## src/sroc_pkg.sv

```systemverilog
package sroc_pkg;

  localparam int CNT_W          = 11;
  localparam int STRIP_W        = 7;
  localparam int HALF_W         = 64;
  localparam int IN_DATA_W      = 136;
  localparam int OUT_DATA_W     = 32;
  localparam int DEFAULT_WINDOW = 100;

  localparam logic CMD_EVENT = 1'b0;
  localparam logic CMD_QUERY = 1'b1;

  typedef struct packed {
    logic clear;
    logic update;
  } sroc_lane_ctl_t;

endpackage

```

## src/sroc_lane.sv

```systemverilog
module sroc_lane (
  input  logic                  clk,
  input  logic                  rst,
  input  sroc_pkg::sroc_lane_ctl_t ctl,
  input  logic                  now_bit,
  input  logic                  old_bit,
  output logic [sroc_pkg::CNT_W-1:0] count
);
  import sroc_pkg::*;

  always_ff @(posedge clk) begin
    if (rst || ctl.clear) begin
      count <= '0;
    end else if (ctl.update && (now_bit != old_bit)) begin
      if (now_bit) begin
        count <= count + CNT_W'(1);
      end else begin
        count <= count - CNT_W'(1);
      end
    end
  end

endmodule

```

## config.mk

```make
export PLATFORM = sky130hd
export DESIGN_NAME = sroc_lane
export DESIGN_NICKNAME = d
export VERILOG_FILES = /design/src/sroc_pkg.sv /design/src/sroc_lane.sv
export SDC_FILE = /design/constraint.sdc
export NUM_CORES = 1
export LEC_CHECK = 0
export BUFFER_PORTS_ARGS = -buffer_cell sky130_fd_sc_hd__buf_4
export CORE_MARGIN = 2
export CORE_UTILIZATION = 30
export DETAILED_ROUTE_END_ITERATION = 12
export GPL_ROUTABILITY_DRIVEN = 0
export PLACE_DENSITY = 0.51
export SKIP_LAST_GASP = 1
export SLEW_MARGIN = 20
export SYNTH_ARGS = -nofsm -noshare
export SYNTH_HDL_FRONTEND = slang
export SYNTH_SLANG_ARGS = --single-unit
```

## constraint.sdc

```tcl
create_clock -name clk -period 4.46 [get_ports clk]
set_input_delay 0.892 -clock clk [delete_from_list [all_inputs] [get_ports clk]]
set_output_delay 0.892 -clock clk [all_outputs]
set_load 0.05 [all_outputs]
```

## After elaboration in Yosys (flattened, before gate mapping)

Index checks and enable logic that the tools add are counted.
Widths: inputs -> output; s select.

| cells by class | value |
|---|---|
| add/subtract/negate cells | 2 |
| eq/ne operators | 1 |
| multiplexer cells | 1 |
| reductions and logical operators | 2 |

Operators by type and width:

| cell | count |
|---|---|
| $add 11x1->11 const B | 1 |
| $mux 11 | 1 |
| $sub 11x1->11 const B | 1 |
| $logic_and 1x1->1 | 1 |
| $logic_or 1x1->1 | 1 |
| $ne 1x1->1 | 1 |

| word-level totals | value |
|---|---|
| bits in registers | 11 |
| output and inout port bits | 11 |

## Depth between registers and ports, before layout

| depth | value |
|---|---|
| depth in word-level cells | 2 |
| depth in mapped cells | 7 |
| mapped depth without buffers | 7 |

## Worst setup path after synthesis

OpenSTA, ideal clock, no wires.

| timing path | value |
|---|---|
| kind | input to register |
| from | input now_bit |
| to | register count[10] (netlist name) |
| library setup time | 127 ps |
| arrival time | 2,496 ps |
| required time | 4,333 ps |
| setup slack | 1,837 ps |
| stages | 7 |
| cell sequence | inv_1 > ha_1 > a21o_2 > a31oi_1 > a21oi_1 > a41o_1 > or3_1 |

| on the way | value |
|---|---|
| longest elaborated chain between the ends | 2 |

RTL lines:

| item | RTL line | source |
|---|---|---|
| from (decl) | sroc_lane.sv:5 | `input logic now_bit,` |
| $ne 1x1->1 | sroc_lane.sv:14 | `end else if (ctl.update && (now_bit != old_bit)) begin` |
| $logic_and 1x1->1 | sroc_lane.sv:14 |  |
| to (signal assigned) | sroc_lane.sv:16 | `count <= count + CNT_W'(1);` |
| to (signal assigned) | sroc_lane.sv:18 | `count <= count - CNT_W'(1);` |
| to (decl) | sroc_lane.sv:7 | `output logic [sroc_pkg::CNT_W-1:0] count` |

Parallel ways exist; a longest one is shown, timed or not.
A chain may end at the register's enable or synchronous reset.

## Worst setup path after layout

Same ends and word-level chain as after synthesis.

==> run_results.csv <==
group,metric,value,unit
timing,max_freq,0.3692,GHz
timing,skew,0.003334,ns
cts,cts_resized,0,
placement,portBuffers,16,
timing,tns,0,ns
layout,largest-register,"count",
yosys,ys.warnings.count,0,
timing,tightest_slew,0.7672,ns
worst_setup_path,cp_slowest_cell,"ha_1",
outcome,status,"complete, but fails checks",
placement,placement.cell_area,1041,µm²
cts,insertion_delay,0.27,ns
detailed_routing,num_vias,871,
pwr,ir_drop,0.00008978,V
flow_run,maxCapViolations,0,
hold_path,hp-class,"reg2reg",
yosys,yosysUniqueCellTypes,39,
outcome,violations,"design-rule violations",
worst_setup_path,worstSetupStartpointType,"primary input",
yosys,synth_common_cells,"11 x dfxtp_1, 11 x nand2_1, 9 x a21oi_1, 9 x ha_1, 8 x nand3_1",
layout,design_area,1067,µm²
timing,period_share,0.6074,
layout,fillers,309,
detailed_routing,viasPerCell,5.619,
worst_setup_path,crit_required,4.62,ns
cts,cts_setup_buffers,0,
global_routing,grt_max_degree,15,
worst_setup_path,critPathKind,"in2reg",
yosys,syn_area,898.4,µm²
timing,rsz0062_at_grt,"false",
yosys,synth-async-reset-ratio,0,
detailed_routing,drc,1,
global_routing,overflow,0,
yosys,synth_edf_count,0,
pwr,powerDensity,241.2,nW/µm²
cts,holdBufCountCts,0,
detailed_routing,dr.pass1.iters,8,
yosys,synth_area_leaders,"dfxtp_1 25%, ha_1 13%, a21oi_1 5.0%",
detailed_routing,drt_iter0_markers,22,
detailed_routing,ant_nets,0,
global_routing,antenna_found_initial,0,
detailed_routing,drt_wl_total,2158,µm
floorplan,io_pins,17,
floorplan,die_w,58.72,µm
worst_setup_path,max_stage_delay,0.38,ns
cts,cts_max_level,1,
placement,hpwl,1612,µm
cts,cts_tree,"built",
yosys,synth_top_flop_cell,"dfxtp_1",
layout,drive_above_1_share,0.2339,
floorplan,initial_core_util,0.3202,
cts,cts_buffers,3,
timing,setup_viol,0,
yosys,synth.largest_area_cell,"dfxtp_1",
pwr,p_leak,0.4840,nW
floorplan,coreArea,2805,µm²
worst_setup_path,crit_fanout,11,
worst_setup_path,critPathCaptureType,"flip-flop",
detailed_routing,wl_per_cell,13.92,µm
layout,syn_to_final_growth,18.80,%
cts,clk_pin_slew_worst_paths,0.08,ns
cts,cts.sinks,11,
worst_setup_path,cp_cell_sequence,"buf_4, inv_1, ha_1, a21o_2, a31oi_1, a21oi_1, a41o_1, or3_1",
timing,max-slew-margin-rel,0.4882,
floorplan,die_height,58.72,µm
layout,nNetsFinal,141,
yosys,synth_top_area_share,0.2451,
yosys,synthCells,108,
yosys,ys_seq_area_frac,0.2451,
cts,cts_root_buffer,"clkbuf_4",
yosys,synth.avg_cell_area,8.318,µm²
global_routing,track_usage,0.1386,
yosys,syn-num-nets,124,
global_routing,grt_pass1_wl,3781,µm
timing,fin_crit,2.709,ns
layout,reg_top3,"count x11",
timing,hold_violations,0,
yosys,synth-seq-cells,11,
cts,clock_path_buffers,2,
layout,largest_reg_flops,11,
floorplan,rows,19,
floorplan,die_area,3448,µm²
worst_setup_path,crit_arrival,2.87,ns
global_routing,grt_pass1_vias,847,
timing,maxSlewViolCount,0,
layout,diodes,0,
==> power by group <==
part	total [mW]	switching [mW]	internal, mW	leakage, nW
combinational	0.0786	0.0505	0.0281	0.380
sequential	0.105	0.00353	0.102	0.0893
clock	0.0734	0.0388	0.0346	0.0150
total	0.257	0.0929	0.165	0.484
==> metrics by stage <==
| stage | setup slack, ns | instances | utilization | hold WS (ns) | total power, mW |
|---|---|---|---|---|---|
| finish | 1.751 | 155 | 0.3805 | 0.4843 | 0.2575 |
| global route | 1.596 | 155 | 0.3805 | 0.5165 | 0.2729 |
| CTS | 1.765 | 155 | 0.3805 | 0.4944 | 0.2599 |
| detailed placement | 1.465 | 151 | 0.3711 | 0.4774 | 0.1866 |
| global placement | 1.534 | 151 | 0.3711 | 0.4617 | 0.1861 |
| floorplan | 1.837 | 108 | - | 0.6841 | 0.1668 |
==> metal layers <==
metal	up-vias	routed length (µm)	track usage
met1	403	1040	0.1799
met4	0	27	0.04870
met2	19	1020	0.2302
li1	445	-	-
met5	-	0	0
met3	4	69	0.02418
==> cells in the final DEF (no fill, tap or decap), types with 2 or more instances in the layout <==
cell      count
nand3_1       8
a211oi_1      2
a21o_1        3
clkbuf_4      3
xor2_1        2
nor2_1        5
nand4_1       5
o211ai_1      3
or4_1         2
dfxtp_1      11
a31oi_1       2
nor3_1        3
buf_4        16
nand2_1      11
ha_1          9
mux2i_1       2
o21ai_0       2
a21oi_1       9
xnor2_1       3
or2_2         2
a21o_2        2
==> final timing paths <==
path,start,depth (start not counted),slack (ns),endpoint
hold reg to reg,count[4],2,0.48,count[4]
hold / removal,count[4],2,0.48,count[4]
setup / recovery,now_bit,8,1.75,count[10]
setup reg to reg,count[0],6,2.50,count[10]
==> logic make-up (layout without fill, tap and decap cells) <==
family                     after synthesis  count (layout)  synth area share
xor gates and xnor gates                 5               5           0.04876
and+or+nand+nor                         42              42            0.2437
buffers and inverters                    5              21           0.02227
AOI/OAI and AO/OA                       33              33            0.2702
adders and majority gates               10              10            0.1476
DFF                                     11              11            0.2451
muxes                                    2               2           0.02229
==> cell type report <==
class	instances	area [µm²]	share of cell area
inverter	1	3.754	0.003517
clock buffer	4	26.28	0.02462
tap	31	38.79	0.03634
multi-input combinational	92	658.1	0.6166
timing repair buffer	16	120.1	0.1125
sequential	11	220.2	0.2063
==> critical path, delay by kind of cell <==
kind	cells	cell delay [ns]
compound gates	4	0.77
fa+ha+maj	1	0.38
simple gates	1	0.37
buf+inv	2	0.45
(Power assumes the default switching activity.)
