==> config.mk <==
export PLATFORM = sky130hd
export DESIGN_NAME = sroc_merge
export DESIGN_NICKNAME = d
export VERILOG_FILES = /design/src/sroc_pkg.sv /design/src/sroc_merge.sv
export SDC_FILE = /design/constraint.sdc
export NUM_CORES = 1
export LEC_CHECK = 0
export BUFFER_PORTS_ARGS = -buffer_cell sky130_fd_sc_hd__buf_2
export CELL_PAD_IN_SITES_DETAIL_PLACEMENT = 0
export CELL_PAD_IN_SITES_GLOBAL_PLACEMENT = 2
export CORE_AREA = 2 2 566 568
export DETAILED_ROUTE_END_ITERATION = 16
export DIE_AREA = 0 0 568 570
export PLACE_DENSITY = 0.3
export SETUP_SLACK_MARGIN = 0.2
export SYNTH_ARGS = -nofsm -noshare
export SYNTH_HDL_FRONTEND = slang
export SYNTH_SLANG_ARGS = --single-unit
==> constraint.sdc <==
create_clock -name vclk -period 7.2
set_input_delay 1.44 -clock vclk [all_inputs]
set_output_delay 1.44 -clock vclk [all_outputs]
set_load 0.01 [all_outputs]
==> src/sroc_pkg.sv <==
package sroc_pkg;

  localparam int CNT_W          = 11;
  localparam int STRIP_W        = 7;
  localparam int HALF_W         = 64;
  localparam int IN_DATA_W      = 136;
  localparam int OUT_DATA_W     = 32;
  localparam int DEFAULT_WINDOW = 100;

  localparam logic CMD_EVENT = 1'b0;
  localparam logic CMD_QUERY = 1'b1;

  typedef struct packed {
    logic clear;
    logic update;
  } sroc_lane_ctl_t;

endpackage

==> src/sroc_merge.sv <==
module sroc_merge #(
  parameter int STRIPS = 128
) (
  input  logic [STRIPS-1:0][sroc_pkg::CNT_W-1:0] counts,
  input  logic [sroc_pkg::STRIP_W-1:0]           strip,
  input  logic [sroc_pkg::CNT_W-1:0]             wl,
  output logic [sroc_pkg::CNT_W-1:0]             hits,
  output logic [sroc_pkg::CNT_W-1:0]             misses
);
  import sroc_pkg::*;

  localparam int IDX_W = $clog2(STRIPS);

  logic in_range;

  assign in_range = (32'(strip) < STRIPS);

  always_comb begin
    hits   = '0;
    misses = '0;
    if (in_range) begin
      hits   = counts[strip[IDX_W-1:0]];
      misses = (wl >= hits) ? (wl - hits) : '0;
    end
  end

endmodule

# Yosys cells after proc, flatten, opt, wreduce, memory -nomap -nowiden
# Cells that the tools add are included.
[word_totals]
reg_bits = 0
input_bits = 1426
wordCells = 6
[classes]
n_addsub = 1
n_lt_le_gt_ge = 2
mux = 3
[op_table]
columns = ["op", "n"]
rows = [
  ["$bmux W11 S7", 1],
  ["$mux W11", 2],
  ["$ge A11 B11 Y1", 1],
  ["$sub A11 B11 Y11", 1],
  ["$lt A7 B8 Y1 const B", 1],
]

# Depth between registers and ports, before layout
[depth]
ltp_word = 4
mapped_depth = 18
ltp_nobuf = 14

# Worst setup path before layout
# Ideal clock, no wire load.
[synth_timing]
path_kind = "in2out"
start = "in strip[2] (netlist bit)"
end = "out misses[10] (netlist bit)"
arrival_time_ns = 5.182
path_slack_ns = 0.578
stages = 17
cell_sequence = "buf_2 clkbuf_1 buf_1 mux4_2 a22o_1 a221oi_1 o22ai_1 a221oi_1 nand2_1 ha_1 fa_1 nor2b_1 o21a_1 o21ai_0 a21oi_1 nor3_1 nor4_1"
[synth_via]
elab_chain_len = 4
word_cells_on_any_way = 5
[synth_lines]
columns = ["item", "line", "rtl"]
rows = [
  ["start: declaration", "sroc_merge.sv:5", "input logic [sroc_pkg::STRIP_W-1:0] strip,"],
  ["$bmux W11 S7 (*)", "sroc_merge.sv:22", "hits = counts[strip[IDX_W-1:0]];"],
  ["$mux W11 (not written as such) (*)", "sroc_merge.sv:22", ""],
  ["named net hits, one bit", "sroc_merge.sv:7", "output logic [sroc_pkg::CNT_W-1:0] hits,"],
  ["$sub A11 B11 Y11 / $ge A11 B11 Y1 (equally long branches)", "sroc_merge.sv:23", "misses = (wl >= hits) ? (wl - hits) : '0;"],
  ["$mux W11 (*)", "sroc_merge.sv:23", ""],
  ["end: declaration", "sroc_merge.sv:8", "output logic [sroc_pkg::CNT_W-1:0] misses"],
]
# Mark *: on every way through the listed nets, which the timed path passes. The rest lies on a longest branch. The select of a mux whose other input is x is not followed.

# Final worst setup path
[layout_timing]
start = "in strip[0] (netlist bit)"
end = "out misses[10] (netlist bit)"
[layout_via]
elab_chain_len = 4
word_cells_on_any_way = 5
[layout_lines]
columns = ["item", "line"]
rows = [
  ["$bmux W11 S7 (*)", "sroc_merge.sv:22"],
  ["$mux W11 (not written as such) (*)", "sroc_merge.sv:22"],
  ["$sub A11 B11 Y11 / $ge A11 B11 Y1 (equally long branches)", "sroc_merge.sv:23"],
  ["$mux W11 (*)", "sroc_merge.sv:23"],
]
# Every way passes the cells marked *; elsewhere a longest branch is shown, timed or not. The select of a mux whose other input is x is not followed.

==> metrics.yaml <==
synth:
  syn_area_per_cell_um2: 11.4
  synth_cell_type_count: 44
  synth_fp_nets: 2453
  seq_area_frac_synth: 0
  yosys_warnings: 0
  netlist_area_mm2: 0.0115
  synth_cells: 1014
timing:
  hold_viol_final: 0
  layout_setup_ws_ns: 0.360
  finalCriticalPeriod_ns: 6.84
  tightest_slew_ns: 0.698
  slew_headroom: 0.533
  max_freq_mhz: 146
  rsz0062_at_grt: "true"
  fin_crit_sh: 0.950
  setup_viol: 0
  drv_slew: 0
routing:
  wire_per_inst_um: 30.1
  drt_pass1_iterations: 4
  routed_wl_um: 207000
  avgViaCountPerCell: 2.71
  final_antenna_net_count: 0
  drt_iter0_markers: 798
  remaining_drc_errors: 0
  vias: 18658
global_routing:
  grt_pass1_wl_um: 253000
  overflow: 0
  grt_max_degree: 45
  grt.total_usage: 0.122
  antenna_found_initial: 199
  use_met1: 0.134
  grt_pass1_vias: 20901
  use_met3: 0.0297
  use_met2: 0.242
  grt-busiest-layer: "met2"
die:
  ios: 1448
  start_util: 0.0363
  core_area_mm2: 0.317
  die_w_um: 568
  rows: 207
  die_h_um: 570
  dieArea_mm2: 0.324
setup_path:
  crit_arrival_ns: 5.40
  crit_path_frequent_cell: "buf_12"
  start_kind: "primary input"
  required_ns: 5.76
  crit_chain: "buf_16, buf_16, buf_12, buf_12, mux4_2, a22oi_2, nand4_1, buf_12, a22o_4, buf_12, nor3_4, buf_6, ha_4, and4_4, a21boi_4, nor3_4, o211a_4, nor4_4, buf_2"
  end_kind: "output pin"
  cp_slowest_stage_delay_ns: 0.60
  crit_type: "primary input to output pin"
  cp_max_fo: 8
  cp_slowest_cell: "mux4_2"
cells_and_area:
  design.seq.count: 0
  stdcell_count: 6878
  drive_above_1_share: 0.819
  ff_latch_area_um2: 0
  n_clock_buffer: 0
  final_common_cell: "buf_2"
  fillers: 37154
  mostFrequentLayoutCells: "1445 x buf_2, 264 x mux4_2, 251 x buf_4, 171 x mux2i_1, 114 x a22oi_1"
  areaGrowthSynthToFinish_pct: 142
  nets: 4104
placement:
  dp.cells: 6801
  dp_slack_ns: -0.763
  gp_congestion: 0.877
  io_buffers: 1448
  hpwl_um: 192000
power:
  powerDensity_mw_per_mm2: 74.0
  p_leak_nw: 11.7
  irDropWorstVdd_mv: 0.0278
worst_hold_path:
  hp-class: "primary input to output pin"
flow_run:
  drv_cap: 0
outcome:
  status: "finished, final reports clean"
-- final cells by class --
| class | count | area [um2] | share of cell area |
|---|---|---|---|
| Antenna cell | 35 | 87.6 | 0.00314 |
| Inverter | 4 | 15.0 | 0.000538 |
| Multi-Input combinational cell | 871 | 11700 | 0.418 |
| Tap cell | 4180 | 5230 | 0.188 |
| Timing Repair Buffer | 1788 | 10900 | 0.391 |
-- power breakdown --
part	internal, mW	switching, mW	total (mW)
Sequential	0	0	0
Clock	0.000000634	0	0.000000634
Combinational	1.02	1.05	2.06
Total	1.02	1.05	2.06
-- cell families after synthesis --
family,after synthesis,synth area share
AO/OA/AOI/OAI,277,0.186
XOR/XNOR,5,0.00380
adder cells (fa/ha/maj),13,0.0148
buffers and inverters,143,0.0612
multiplexers,440,0.669
AND/OR/NAND/NOR,136,0.0653
-- synth_stat cells (all sizes together) --
| cell type | count | share of area |
|---|---|---|
| a21boi | 1 | 0.00065 |
| a21oi | 8 | 0.0035 |
| a41o | 1 | 0.00087 |
| and2 | 4 | 0.0022 |
| o311a | 1 | 0.00087 |
| nand3b | 2 | 0.0013 |
| clkbuf | 73 | 0.024 |
| a31oi | 1 | 0.00054 |
| a211o | 1 | 0.00076 |
| o22ai | 21 | 0.011 |
| a22o | 52 | 0.040 |
| and3 | 1 | 0.00054 |
| nor3 | 17 | 0.0074 |
| nand3 | 46 | 0.020 |
| a311oi | 1 | 0.00076 |
| mux4 | 264 | 0.52 |
| and4 | 3 | 0.0023 |
| o21ai | 5 | 0.0022 |
| a221oi | 43 | 0.033 |
| fa | 1 | 0.0017 |
| ha | 12 | 0.013 |
| or3b | 1 | 0.00076 |
| nor3b | 1 | 0.00065 |
| xnor2 | 2 | 0.0015 |
| nor2 | 12 | 0.0041 |
| nor4 | 1 | 0.00054 |
| a21o | 2 | 0.0013 |
| nor2b | 12 | 0.0065 |
| or3 | 10 | 0.0054 |
| inv | 4 | 0.0013 |
| or2 | 1 | 0.00054 |
| a22oi | 136 | 0.089 |
| nand4 | 23 | 0.012 |
| o211a | 1 | 0.00087 |
| xor2 | 3 | 0.0023 |
| o21a | 3 | 0.0020 |
| nand2 | 2 | 0.00065 |
| buf | 66 | 0.036 |
| mux2i | 176 | 0.15 |
-- repair_timing --
action                     CTS  global route
pin swaps                   34            35
hold buffers                 0             0
gates resized for setup    130            53
cloned                       5             0
buffers inserted            26            11
setup endpoints to repair   11            11
-- final timing paths --
kind                      from          to  slack, ns  depth (start not counted)
worst max-delay path  strip[0]  misses[10]       0.36                         19
worst min-delay path     wl[2]   misses[2]       3.50                          5
-- metal layers --
metal  wire (um)  share of wire
met1       77000           0.37
met2      112000           0.54
met3       14600          0.070
met4        3140          0.015
met5         543         0.0026
-- worst max-delay path: cells and delay by family --
family          cells  cell delay (ns)
buf+inv             8             1.26
simple gates        5             0.86
mux                 1             0.60
compound gates      4             1.00
fa+ha+maj           1             0.14
-- metrics by stage --
stage	power (mW)	hold slack [ns]	cell area, um2	util	TNS (ns)
floorplan	0.689	3.11	11500	-	0
global placement	2.02	3.58	26300	0.0830	-7.21
detailed placement	2.01	3.57	26300	0.0830	-6.39
CTS	2.13	3.56	27400	0.0864	0
global route	2.23	3.54	27800	0.0877	0
finish	2.06	3.50	27900	0.0879	0
Power figures use the tool's default switching activity.
